[src/hw/rtl/array_linked_list_engine_assert.svh]
// Assertion macros shared by the linked-list engine RTL.
// Depends on nothing; included by modules that carry concurrent checks.
`ifndef ARRAY_LINKED_LIST_ENGINE_ASSERT_SVH
`define ARRAY_LINKED_LIST_ENGINE_ASSERT_SVH

// condition holds at every clock edge outside reset
`define LLE_ASSERT_ALWAYS(label, clk, rst, cond, msg) \
   label: assert property (@(posedge clk) disable iff (rst) (cond)) else $error(msg);

// consequent holds in the same cycle as the antecedent
`define LLE_ASSERT_IMPLY(label, clk, rst, ante, cons, msg) \
   label: assert property (@(posedge clk) disable iff (rst) (ante) |-> (cons)) else $error(msg);

// consequent holds in the cycle after the antecedent
`define LLE_ASSERT_NEXT(label, clk, rst, ante, cons, msg) \
   label: assert property (@(posedge clk) disable iff (rst) (ante) |=> (cons)) else $error(msg);

`endif

[src/hw/rtl/lle_pkg.sv]
// Shared types and codes for the linked-list engine.
// No dependencies; imported by the engine top level.
package lle_pkg;

   // request operation codes
   typedef enum logic [2:0] {
      KIND_PUSH_HEAD  = 3'd0,
      KIND_PUSH_TAIL  = 3'd1,
      KIND_INS_AFTER  = 3'd2,
      KIND_INS_BEFORE = 3'd3,
      KIND_POP_HEAD   = 3'd4,
      KIND_POP_TAIL   = 3'd5,
      KIND_REM_AFTER  = 3'd6,
      KIND_REM_BEFORE = 3'd7
   } kind_type;

   // response status codes
   typedef enum logic [1:0] {
      ST_OK     = 2'd0,
      ST_BADPOS = 2'd1,
      ST_FULL   = 2'd2,
      ST_EMPTY  = 2'd3
   } status_type;

   // sequencer states
   typedef enum logic [4:0] {
      S_IDLE = 5'b00001,
      S_RD1  = 5'b00010,
      S_RD2  = 5'b00100,
      S_WR   = 5'b01000,
      S_RESP = 5'b10000
   } state_type;

endpackage

[src/hw/rtl/array_linked_list_engine.sv]
// Doubly linked list kept in a store of CAPACITY entries (entry 0 is the sentinel), with
// unused entries chained on a free list. One request at a time: a successful push, insert,
// pop or remove reads the position entry, then the allocated or removed entry, then makes
// two rounds of writes before the response register; a failing one responds after the
// first read. Entries never yet allocated are tracked by a fill mark, so no clearing pass
// runs after reset. Depends on lle_pkg, lle_ram and array_linked_list_engine_assert.svh.
module array_linked_list_engine
   import lle_pkg::*;
#(
   parameter int CAPACITY   = 64,
   parameter int DATA_WIDTH = 32
) (
   input  logic               clock,
   input  logic               reset,
   input  logic               req_valid,
   output logic               req_stall,
   input  logic [2:0]         req_kind,
   input  logic signed [31:0] req_value,
   input  logic [5:0]         req_position,
   output logic               rsp_valid,
   input  logic               rsp_stall,
   output logic [5:0]         rsp_entry_index,
   output logic signed [31:0] rsp_removed_value,
   output logic [1:0]         rsp_status,
   output logic [5:0]         rsp_count
);

   localparam int IW = $clog2(CAPACITY);
   localparam logic [IW-1:0] LAST = IW'(CAPACITY - 1);

   // control state
   state_type state_ff, state_in;
   logic [IW-1:0] head_ff, head_in, tail_ff, tail_in;
   logic [IW-1:0] free_ff, free_in, count_ff, count_in;
   logic [IW:0]   fill_ff, fill_in;
   logic          rsp_valid_ff, rsp_valid_in;

   // request and operation payload
   kind_type              kind_ff, kind_in;
   logic [DATA_WIDTH-1:0] value_ff, value_in;
   logic [IW-1:0]         pos_ff, pos_in;
   logic                  range_bad_ff, range_bad_in;
   logic [IW-1:0]         a_ff, a_in, b_ff, b_in, e_ff, e_in;
   logic [IW-1:0]         res_idx_ff, res_idx_in;
   logic [31:0]           res_data_ff, res_data_in;
   status_type            res_status_ff, res_status_in;
   logic [IW-1:0]         rsp_idx_ff, rsp_idx_in;
   logic [31:0]           rsp_data_ff, rsp_data_in;
   status_type            rsp_status_ff, rsp_status_in;
   logic [IW-1:0]         rsp_count_ff, rsp_count_in;

   // memory ports
   logic [IW-1:0]         rd_addr;
   logic                  nx_we, pv_we, dt_we, us_we;
   logic [IW-1:0]         nx_wa, nx_wd, pv_wa, pv_wd;
   logic [DATA_WIDTH-1:0] dt_q;
   logic [IW-1:0]         nx_q, pv_q;
   logic                  us_wd, us_q;

   // decode helpers
   logic          accept, uses_pos, is_ins, is_after;
   kind_type      req_kind_t;
   logic [IW-1:0] req_pos_idx, succ_p, pred_p, victim, next_free;
   logic          p_bad;

   lle_ram #(.WIDTH(IW), .DEPTH(CAPACITY)) u_next (
      .clock(clock), .wr_en(nx_we), .wr_addr(nx_wa), .wr_data(nx_wd),
      .rd_addr(rd_addr), .rd_data(nx_q));

   lle_ram #(.WIDTH(IW), .DEPTH(CAPACITY)) u_prev (
      .clock(clock), .wr_en(pv_we), .wr_addr(pv_wa), .wr_data(pv_wd),
      .rd_addr(rd_addr), .rd_data(pv_q));

   lle_ram #(.WIDTH(DATA_WIDTH), .DEPTH(CAPACITY)) u_data (
      .clock(clock), .wr_en(dt_we), .wr_addr(e_ff), .wr_data(value_ff),
      .rd_addr(rd_addr), .rd_data(dt_q));

   lle_ram #(.WIDTH(1), .DEPTH(CAPACITY)) u_used (
      .clock(clock), .wr_en(us_we), .wr_addr(e_ff), .wr_data(us_wd),
      .rd_addr(rd_addr), .rd_data(us_q));

   // request decode
   always_comb begin
      req_kind_t  = kind_type'(req_kind);
      accept      = req_valid && !req_stall;
      uses_pos    = req_kind_t inside {KIND_INS_AFTER, KIND_INS_BEFORE,
                                       KIND_REM_AFTER, KIND_REM_BEFORE};
      req_pos_idx = uses_pos ? IW'(req_position) : '0;
      is_ins      = kind_ff inside {KIND_PUSH_HEAD, KIND_PUSH_TAIL,
                                    KIND_INS_AFTER, KIND_INS_BEFORE};
      is_after    = kind_ff inside {KIND_PUSH_HEAD, KIND_INS_AFTER,
                                    KIND_POP_HEAD, KIND_REM_AFTER};
   end

   // neighbors of the position entry; untouched entries read as not in use
   always_comb begin
      p_bad  = range_bad_ff ||
               ((pos_ff != '0) && (({1'b0, pos_ff} >= fill_ff) || !us_q));
      succ_p = (pos_ff == '0) ? head_ff : nx_q;
      pred_p = (pos_ff == '0) ? tail_ff : pv_q;
      victim = is_after ? succ_p : pred_p;
      // free-list successor: never-allocated entries chain to the following one
      if ({1'b0, e_ff} >= fill_ff) begin
         next_free = (e_ff == LAST) ? '0 : e_ff + 1'b1;
      end else begin
         next_free = nx_q;
      end
   end

   // sequencer
   always_comb begin
      state_in      = state_ff;
      head_in       = head_ff;
      tail_in       = tail_ff;
      free_in       = free_ff;
      count_in      = count_ff;
      fill_in       = fill_ff;
      rsp_valid_in  = rsp_valid_ff && rsp_stall;
      kind_in       = kind_ff;
      value_in      = value_ff;
      pos_in        = pos_ff;
      range_bad_in  = range_bad_ff;
      a_in          = a_ff;
      b_in          = b_ff;
      e_in          = e_ff;
      res_idx_in    = res_idx_ff;
      res_data_in   = res_data_ff;
      res_status_in = res_status_ff;
      rsp_idx_in    = rsp_idx_ff;
      rsp_data_in   = rsp_data_ff;
      rsp_status_in = rsp_status_ff;
      rsp_count_in  = rsp_count_ff;
      rd_addr       = req_pos_idx;
      nx_we = 1'b0; nx_wa = a_ff; nx_wd = b_ff;
      pv_we = 1'b0; pv_wa = b_ff; pv_wd = a_ff;
      dt_we = 1'b0;
      us_we = 1'b0; us_wd = 1'b0;
      case (state_ff)
         S_IDLE: begin
            if (accept) begin
               kind_in      = req_kind_t;
               value_in     = DATA_WIDTH'(req_value);
               pos_in       = req_pos_idx;
               range_bad_in = uses_pos && (32'(req_position) >= CAPACITY);
               state_in     = S_RD1;
            end
         end
         // position entry read back: check and locate the target entry
         S_RD1: begin
            res_idx_in  = '0;
            res_data_in = '0;
            rd_addr     = is_ins ? free_ff : victim;
            if (p_bad) begin
               res_status_in = ST_BADPOS;
               state_in      = S_RESP;
            end else if (is_ins) begin
               if (free_ff == '0) begin
                  res_status_in = ST_FULL;
                  state_in      = S_RESP;
               end else begin
                  a_in     = is_after ? pos_ff : pred_p;
                  b_in     = is_after ? succ_p : pos_ff;
                  e_in     = free_ff;
                  state_in = S_RD2;
               end
            end else if (victim == '0) begin
               res_status_in = ST_EMPTY;
               state_in      = S_RESP;
            end else begin
               e_in     = victim;
               state_in = S_RD2;
            end
         end
         // target entry read back: first round of writes
         S_RD2: begin
            res_idx_in    = e_ff;
            res_status_in = ST_OK;
            state_in      = S_WR;
            if (is_ins) begin
               nx_we = 1'b1; nx_wa = e_ff; nx_wd = b_ff;
               pv_we = 1'b1; pv_wa = e_ff; pv_wd = a_ff;
               dt_we = 1'b1;
               us_we = 1'b1; us_wd = 1'b1;
               free_in  = next_free;
               count_in = count_ff + 1'b1;
               if ({1'b0, e_ff} == fill_ff) begin
                  fill_in = fill_ff + 1'b1;
               end
            end else begin
               a_in        = pv_q;
               b_in        = nx_q;
               res_data_in = 32'($signed(dt_q));
               count_in    = count_ff - 1'b1;
               nx_wa = pv_q; nx_wd = nx_q;
               pv_wa = nx_q; pv_wd = pv_q;
               if (pv_q != '0) nx_we = 1'b1; else head_in = nx_q;
               if (nx_q != '0) pv_we = 1'b1; else tail_in = pv_q;
            end
         end
         // second round of writes
         S_WR: begin
            state_in = S_RESP;
            if (is_ins) begin
               nx_wa = a_ff; nx_wd = e_ff;
               pv_wa = b_ff; pv_wd = e_ff;
               if (a_ff != '0) nx_we = 1'b1; else head_in = e_ff;
               if (b_ff != '0) pv_we = 1'b1; else tail_in = e_ff;
            end else begin
               nx_we = 1'b1; nx_wa = e_ff; nx_wd = free_ff;
               pv_we = 1'b1; pv_wa = e_ff; pv_wd = '0;
               us_we = 1'b1; us_wd = 1'b0;
               free_in = e_ff;
            end
         end
         // hand the response to the output register once it is free
         S_RESP: begin
            if (!rsp_valid_ff || !rsp_stall) begin
               rsp_valid_in  = 1'b1;
               rsp_idx_in    = res_idx_ff;
               rsp_data_in   = res_data_ff;
               rsp_status_in = res_status_ff;
               rsp_count_in  = count_ff;
               state_in      = S_IDLE;
            end
         end
         default: begin
            state_in = S_IDLE;
         end
      endcase
   end

   // control registers
   always_ff @(posedge clock) begin
      if (reset) begin
         state_ff     <= S_IDLE;
         head_ff      <= '0;
         tail_ff      <= '0;
         free_ff      <= IW'(1);
         count_ff     <= '0;
         fill_ff      <= (IW+1)'(1);
         rsp_valid_ff <= 1'b0;
      end else begin
         state_ff     <= state_in;
         head_ff      <= head_in;
         tail_ff      <= tail_in;
         free_ff      <= free_in;
         count_ff     <= count_in;
         fill_ff      <= fill_in;
         rsp_valid_ff <= rsp_valid_in;
      end
   end

   // payload registers
   always_ff @(posedge clock) begin
      kind_ff       <= kind_in;
      value_ff      <= value_in;
      pos_ff        <= pos_in;
      range_bad_ff  <= range_bad_in;
      a_ff          <= a_in;
      b_ff          <= b_in;
      e_ff          <= e_in;
      res_idx_ff    <= res_idx_in;
      res_data_ff   <= res_data_in;
      res_status_ff <= res_status_in;
      rsp_idx_ff    <= rsp_idx_in;
      rsp_data_ff   <= rsp_data_in;
      rsp_status_ff <= rsp_status_in;
      rsp_count_ff  <= rsp_count_in;
   end

   assign req_stall         = (state_ff != S_IDLE);
   assign rsp_valid         = rsp_valid_ff;
   assign rsp_entry_index   = 6'(rsp_idx_ff);
   assign rsp_removed_value = rsp_data_ff;
   assign rsp_status        = rsp_status_ff;
   assign rsp_count         = 6'(rsp_count_ff);

`include "array_linked_list_engine_assert.svh"

   `LLE_ASSERT_ALWAYS(a_count_range, clock, reset, ({1'b0, count_ff} < (IW+1)'(CAPACITY)), "list count beyond capacity")
   `LLE_ASSERT_ALWAYS(a_fill_range, clock, reset, ({1'b0, fill_ff} <= (IW+2)'(CAPACITY)), "fill mark beyond capacity")
   `LLE_ASSERT_IMPLY(a_free_full, clock, reset, (state_ff == S_IDLE), ((free_ff == '0) == (count_ff == LAST)), "free list and count disagree")
   `LLE_ASSERT_IMPLY(a_ok_index, clock, reset, (rsp_valid_ff && (rsp_status_ff == ST_OK)), (rsp_idx_ff != '0), "ok response names the sentinel")
   `LLE_ASSERT_NEXT(a_ins_count, clock, reset, ((state_ff == S_RD2) && is_ins), (count_ff == $past(count_ff) + 1'b1), "insert did not grow the list")

endmodule

[src/hw/rtl/lle_ram.sv]
// Generic single-write, single-read RAM with registered read data.
// No dependencies; used for every link and data store of the engine.
module lle_ram #(
   parameter int WIDTH = 8,
   parameter int DEPTH = 64,
   localparam int AW = $clog2(DEPTH)
) (
   input  logic             clock,
   input  logic             wr_en,
   input  logic [AW-1:0]    wr_addr,
   input  logic [WIDTH-1:0] wr_data,
   input  logic [AW-1:0]    rd_addr,
   output logic [WIDTH-1:0] rd_data
);

   logic [WIDTH-1:0] mem [DEPTH];
   logic [WIDTH-1:0] rd_data_ff;

   // write port and registered read port
   always_ff @(posedge clock) begin
      if (wr_en) begin
         mem[wr_addr] <= wr_data;
      end
      rd_data_ff <= mem[rd_addr];
   end

   assign rd_data = rd_data_ff;

endmodule
[config.mk]
export PLATFORM = sky130hd
export DESIGN_NAME = array_linked_list_engine
export DESIGN_NICKNAME = d
export VERILOG_FILES = /design/src/hw/rtl/lle_pkg.sv /design/src/hw/rtl/array_linked_list_engine.sv /design/src/hw/rtl/lle_ram.sv
export VERILOG_INCLUDE_DIRS = /design/src /design/src/hw/rtl
export SDC_FILE = /design/constraint.sdc
export NUM_CORES = 2
export LEC_CHECK = 0
export ABC_AREA = 1
export BUFFER_PORTS_ARGS = -buffer_cell sky130_fd_sc_hd__buf_2
export CORE_MARGIN = 1
export CORE_UTILIZATION = 50
export CTS_BUF_LIST = sky130_fd_sc_hd__clkbuf_2 sky130_fd_sc_hd__clkbuf_4 sky130_fd_sc_hd__clkbuf_8
export CTS_CLUSTER_SIZE = 12
export DETAILED_ROUTE_END_ITERATION = 16
export HOLD_SLACK_MARGIN = 0.1
export PLACE_DENSITY_LB_ADDON = 0.05
export SLEW_MARGIN = 20
export SYNTH_ARGS = -nofsm -noshare
export SYNTH_HDL_FRONTEND = slang
export SYNTH_SLANG_ARGS = --single-unit
[constraint.sdc]
create_clock -name clock -period 6.7 [get_ports clock]
set_clock_uncertainty 0.15 [all_clocks]
set_input_delay 1.34 -clock clock [delete_from_list [all_inputs] [get_ports clock]]
set_output_delay 1.34 -clock clock [all_outputs]
set_load 0.1 [all_outputs]
-- Yosys cells after proc, flatten, opt, wreduce, memory -nomap -nowiden
Memories as Yosys holds them, arrays and structs flattened. A register that Yosys moved wholly into a read port is not among the register bits.
Index checks and enable logic that the tools add are counted.
- bits of input ports: 45
- bits in registers: 182
- bits in writable memories: 2880
- memories: 4
- memories (name ; depth ; width ; rd ports ; clocked after Yosys merged registers in ; wr ports ; line ; RTL):
    u_data.mem ; 64 ; 32 ; 1 ; 1 ; 1 ; lle_ram.sv:16 ; logic [WIDTH-1:0] mem [DEPTH];
    u_next.mem ; 64 ; 6 ; 1 ; 1 ; 1 ; lle_ram.sv:16 ;
    u_prev.mem ; 64 ; 6 ; 1 ; 1 ; 1 ; lle_ram.sv:16 ;
    u_used.mem ; 64 ; 1 ; 1 ; 1 ; 1 ; lle_ram.sv:16 ;
- $add $sub $neg: 4
- order comparisons: 2
- equality and inequality tests: 34
- mux-type cells: 86
- reduce and logical (&&, ||, !) cells: 34
- bitwise gates (word level): 1
- operator list (cell ; number):
    6-bit 2-to-1 mux ; 38
    6-bit case mux with 2 select lines ; 10
    32-bit case mux with 2 select lines ; 1
    32-bit 2-to-1 mux ; 1
    5-bit 2-to-1 mux ; 6
    2-bit != test (second input constant) ; 15
    6-bit nonzero test ; 5
    5-bit case mux with 5 select lines ; 1
    1-bit 2-to-1 mux ; 21
    6-bit logical NOT ; 3
    6-bit by 7-bit greater-or-equal comparator with 1-bit output ; 2
    6-bit by 1-bit adder with 6-bit output (second input constant) ; 2
    3-bit by 2-bit equality test with 1-bit output (second input constant) ; 4
    3-bit equality test (second input constant) ; 4
    4-bit nonzero test ; 3
    5-bit AND reduction ; 2
    3-bit AND reduction ; 3
    2-bit 2-to-1 mux ; 4
    4-bit != test (second input constant) ; 2
    2-bit AND reduction ; 4
    4-bit AND reduction ; 2
    7-bit by 1-bit adder with 7-bit output (second input constant) ; 1
    6-bit by 7-bit equality test with 1-bit output ; 1
    6-bit equality test (second input constant) ; 1
    16 further kinds ; 25

-- Longest topological paths before layout
- depth after elaboration: 8
- mapped depth: 18
- gate-level depth less buffers: 16

-- By module
A second synthesis with hierarchy kept.
- cells, all modules: 10684
- area, all modules: 126059.7 µm²
- modules (own cells, without submodules) (module ; area an instance (µm²) ; sequential area each (µm²) ; cells an instance ; times used):
    lle_ram (u_data) ; 82735.6 ; 62139.6 ; 6770 ; 1
    lle_ram (u_next ...) ; 15930.3 ; 11651.2 ; 1376 ; 2
    array_linked_list_engine ; 8418.1 ; 5064.9 ; 848 ; 1
    lle_ram (u_used) ; 3045.4 ; 1941.9 ; 314 ; 1

-- Worst setup path after synthesis
No wires, ideal clock.
- kind: register -> register
- from: register state_ff[1]
- to: memory u_data.mem[14][0] (netlist name) (enable)
- period minus slack after synthesis: 5.200 ns
- stages on the path, launching flop included: 12
- setup time: 0.421 ns
- data required time: 6.129 ns
- arrival time: 4.629 ns
- slack: 1.500 ns
- path buffers: 2
- path through: dfxtp_1 nor2_1 inv_2 nor2_1 inv_2 nor3_4 inv_2 nor2_1 inv_1 clkbuf_1 clkbuf_1 nor2_1
- word-level cells in the longest chain between the ends: 4
- RTL lines (item ; line ; RTL):
    start: declaration ; array_linked_list_engine.sv:32 ; state_type state_ff, state_in;
    start signal: assignment ; array_linked_list_engine.sv:243 ; state_ff <= state_in;
    5-bit by 3-bit equality test with 1-bit output ; array_linked_list_engine.sv:138 ; case (state_ff)
    1-bit 2-to-1 mux ; array_linked_list_engine.sv:138 ;
    net dt_we ; array_linked_list_engine.sv:54 ; logic nx_we, pv_we, dt_we, us_we;
    1-bit 2-to-1 mux ; lle_ram.sv:21 ; if (wr_en) begin
    1-bit 2-to-1 mux (implied by the code) ; lle_ram.sv:22 ; mem[wr_addr] <= wr_data;
    end: declaration ; lle_ram.sv:16 ;
The timed path passes the listed nets, and every way through them passes these cells.

-- Worst setup path in the final report
- from: register pos_ff[5]
- to: register u_data.rd_data_ff[1] (netlist: u_data.rd_data[1]), read port of u_data.mem
- word-level cells in the longest chain between the ends: 5
- elaborated cells on any way between the ends: 6
- those cells by class: mux: 5; reduce/logical: 1
- RTL lines (item ; line ; RTL):
    start: declaration ; array_linked_list_engine.sv:41 ; logic [IW-1:0] pos_ff, pos_in;
    start signal: assignment ; array_linked_list_engine.sv:257 ; pos_ff <= pos_in;
    6-bit logical NOT * ; array_linked_list_engine.sv:99, array_linked_list_engine.sv:100 ;
    6-bit 2-to-1 mux, on equally long branches ; array_linked_list_engine.sv:100, array_linked_list_engine.sv:99 ;
    6-bit 2-to-1 mux * ; array_linked_list_engine.sv:101 ; victim = is_after ? succ_p : pred_p;
    6-bit 2-to-1 mux * ; array_linked_list_engine.sv:152 ; rd_addr = is_ins ? free_ff : victim;
    6-bit 2-to-1 mux * ; array_linked_list_engine.sv:138 ;
    end: declaration ; lle_ram.sv:17 ; logic [WIDTH-1:0] rd_data_ff;
Every way passes the cells marked *; elsewhere a longest branch is shown, timed or not.
A chain may end at the register's enable or synchronous reset.

==> impl_metrics.env <==
export IMPL_status="complete, no violations"
export IMPL_grtUsageMet1_pct=40.8
export IMPL_rows=191
export IMPL_io_pins=93
export IMPL_first_pass_iters=7
export IMPL_reg2reg_to="u_data.rd_data[1]"
export IMPL_netlist_top_cells_area="edfxtp_1 (67%), nand3_1 (11%), nand2_1 (7.0%), inv_1 (6.6%), nand3b_1 (2.5%)"
export IMPL_holdPathStages=1
export IMPL_die_h_um=524
export IMPL_path_clk_slew_ns=0.06
export IMPL_synth_cells=12956
export IMPL_syn_avg_cell_area_um2=10.5
export IMPL_final_max_slew_violation_count=0
export IMPL_wl_per_cell_um=25.3
export IMPL_antenna_found_initial=16
export IMPL_placed_area_mm2=0.141
export IMPL_synth_top_area_cell="edfxtp_1"
export IMPL_hold_start="req_value[3]"
export IMPL_ir_drop_v=0.000195
export IMPL_swShare_pct=25.3
export IMPL_syn_area_mm2=0.136
export IMPL_clkPwrFrac_pct=40.8
export IMPL_top_usage_layer="met2"
export IMPL_fill_cells=23522
export IMPL_holdPathEnd="value_ff[3]"
export IMPL_rsz0062_at_grt="no"
export IMPL_synth_seq_cells=3106
export IMPL_synth_cell_type_count=49
export IMPL_synth_seq_area_share_pct=67.8
export IMPL_r2r_slack_ns=1.45
export IMPL_insertion_delay_ns=1.16
export IMPL_worst_pin_slew_ns=1.18
export IMPL_gp_congestion=0.896
export IMPL_powerDensity_mw_per_mm2=280
export IMPL_root_buffer="clkbuf_8"
export IMPL_path_class="flip-flop to flip-flop"
export IMPL_worstReg2RegStart="pos_ff[5]"
export IMPL_yosys_area_top_type_share_pct=66.5
export IMPL_final_common_cell="nand3_1"
export IMPL_startpoint_type="flip-flop"
export IMPL_p_leak_nw=61.8
export IMPL_clk_path_buf_depth=4
export IMPL_cts_buffers=549
export IMPL_use_met2_pct=51.7
export IMPL_path_max_fanout=182
export IMPL_viasPerCell=5.57
export IMPL_p_comb_share_pct=8.3
export IMPL_die_w_um=524
export IMPL_required_ns=7.56
export IMPL_layout_drive_gt1_share_pct=9.88
export IMPL_hold_class="input pin to flip-flop"
export IMPL_power_frac_seq_pct=50.8
export IMPL_cts_tree="yes"
export IMPL_fin_crit_sh_pct=78.3
export IMPL_fmax_ghz=0.191
export IMPL_crit_arrival_ns=6.11
export IMPL_start_util_pct=50.4
export IMPL_ys_flop_type="edfxtp_1"
export IMPL_async_flop_share_pct=0
export IMPL_design_area_mm2=0.152
export IMPL_layout_common_cells="nand3_1 (3072), edfxtp_1 (3024), nand2_1 (2551)"
export IMPL_dp_cells=16124
export IMPL_use_met3_pct=4.49
export IMPL_port_buffers=92
export IMPL_max_slew_margin_pct=21.2
export IMPL_drtIter0Drc=10132
export IMPL_dieArea_mm2=0.275
export IMPL_core_mm2=0.271
export IMPL_switchingPower_mw=10.7
export IMPL_crit_path_end_kind="flip-flop"
export IMPL_syn_num_nets=13020
export IMPL_hold_viol=0
export IMPL_cts_max_level=6
export IMPL_p_int_mw=31.8
export IMPL_utilization_pct=56.1
export IMPL_ant_nets=0
export IMPL_layout_cells_non_filler=17110
export IMPL_register_area_mm2=0.0924
export IMPL_drv_cap=0
export IMPL_setup_tns_ns=0
export IMPL_grtUsageTotal_pct=31.0
export IMPL_area_growth_pct=11.3
export IMPL_cts_sinks=3106
export IMPL_r2r_cells=16
export IMPL_fin_crit_ns=5.25
export IMPL_first_global_vias=93199
export IMPL_finalSetupViolCount=0
export IMPL_totalWireLength_mm=432
export IMPL_grt_pass1_wl_mm=631
export IMPL_multi_input_area_mm2=0.0321
export IMPL_via_count=95374
export IMPL_synth_edf_count=3024
export IMPL_drcViolationCount=0
export IMPL_cts_resized=0
export IMPL_grt_start_max_net_pins=183
export IMPL_ys_warn_count=0
export IMPL_dp_hpwl_mm=234
export IMPL_finalNetCount=13173
export IMPL_grt_overflow_total=0
-- timing repair --
item,in CTS,in global routing
hold endpoints to repair,4,0
hold buffers,4,0
buffers inserted,0,0
-- logic make-up after synthesis --
kind of cell	share of synthesized area, %
AND/OR/NAND/NOR	22.1
buffers and inverters	9.26
flip-flops	67.8
AO/OA/AOI/OAI	0.625
adder cells (fa/ha/maj)	0.180
XOR/XNOR	0.0449
-- flip-flops by register name, summed over array words and instances (netlist names), 7 cells and up --
| register | cells |
|---|---|
| u_used.mem | 64 |
| u_data.mem | 2048 |
| fill_ff | 7 |
| value_ff | 32 |
| u_data.rd_data | 32 |
| u_next.mem | 384 |
| rsp_removed_value | 32 |
| u_prev.mem | 384 |
| res_data_ff | 32 |
-- layer usage --
layer	part of all wire [%]	vias to the layer above
li1	-	43446
met1	41	46829
met2	48	4204
met3	7.4	889
met4	4.0	6
met5	0.0099	-
-- power by group through the flow --
stage	combinational (mW)	sequential [mW]	clock, mW
4_1_cts	3.51	21.6	17.7
5_1_grt	3.80	21.6	18.5
3_3_place_gp	3.47	22.0	0
6_report	3.54	21.6	17.4
2_1_floorplan	2.00	22.1	0
3_5_place_dp	3.49	22.0	0
-- synthesized netlist by cell type, drive strengths merged, types with 6 or more instances --
master	n
edfxtp	3024
o21ai	64
nand3b	450
nor3	36
buf	504
inv	2409
xor2	6
nand2	2559
a21oi	39
a31oi	14
nor2	367
clkbuf	245
dfxtp	82
nand4	14
o211ai	10
nand3	3082
ha	18
nor4	6
-- through the flow --
step           hold slack (ns)  setup WS (ns)  total power, mW
2_1_floorplan            0.250           1.50             24.1
3_3_place_gp             0.253           1.56             25.5
3_5_place_dp             0.255           1.59             25.5
4_1_cts                  0.101           1.59             42.8
5_1_grt                  0.164           1.26             43.9
6_report                 0.211           1.45             42.5
-- worst max path at each step --
stage / startpoint / end / slack [ns] / cells after the start
final: pos_ff[5] / u_data.rd_data[1] / 1.45 / 16
after floorplan: state_ff[1] / u_data.mem[14][0] / 1.50 / 11
after CTS: pos_ff[5] / u_data.rd_data[1] / 1.59 / 15
after global placement: req_kind[1] / u_data.rd_data[1] / 1.56 / 12
after global routing: pos_ff[5] / u_data.rd_data[27] / 1.26 / 15
after detailed placement: req_kind[1] / u_data.rd_data[1] / 1.59 / 12
-- worst max-delay path, cell delays in order (launching register included) --
cell and delay (ns):
edfxtp_1 0.44, nor2_2 0.25, nand3_2 0.37, nand2_1 0.15
nand3_1 0.10, nand2_1 0.13, nand2_1 0.07, nand3_1 0.20
nand2_8 0.32, inv_16 0.82, buf_4 0.60, nand3_1 0.14
nand3_1 0.10, nand3_1 0.08, nand3_1 0.08, nand3_1 0.39
nand2_1 0.45
-- area by class of cell --
| class | instances | area share (%) |
|---|---|---|
| diodes | 8 | 0.0132 |
| clock buffers | 796 | 6.31 |
| clock inverters | 178 | 0.728 |
| inverters | 2413 | 5.98 |
| multi-input cells | 6688 | 21.1 |
| flip-flops and latches | 3106 | 60.9 |
| well taps | 3570 | 2.94 |
| repair buffers | 351 | 2.03 |
Note: power is estimated with default switching activity, not from simulation.
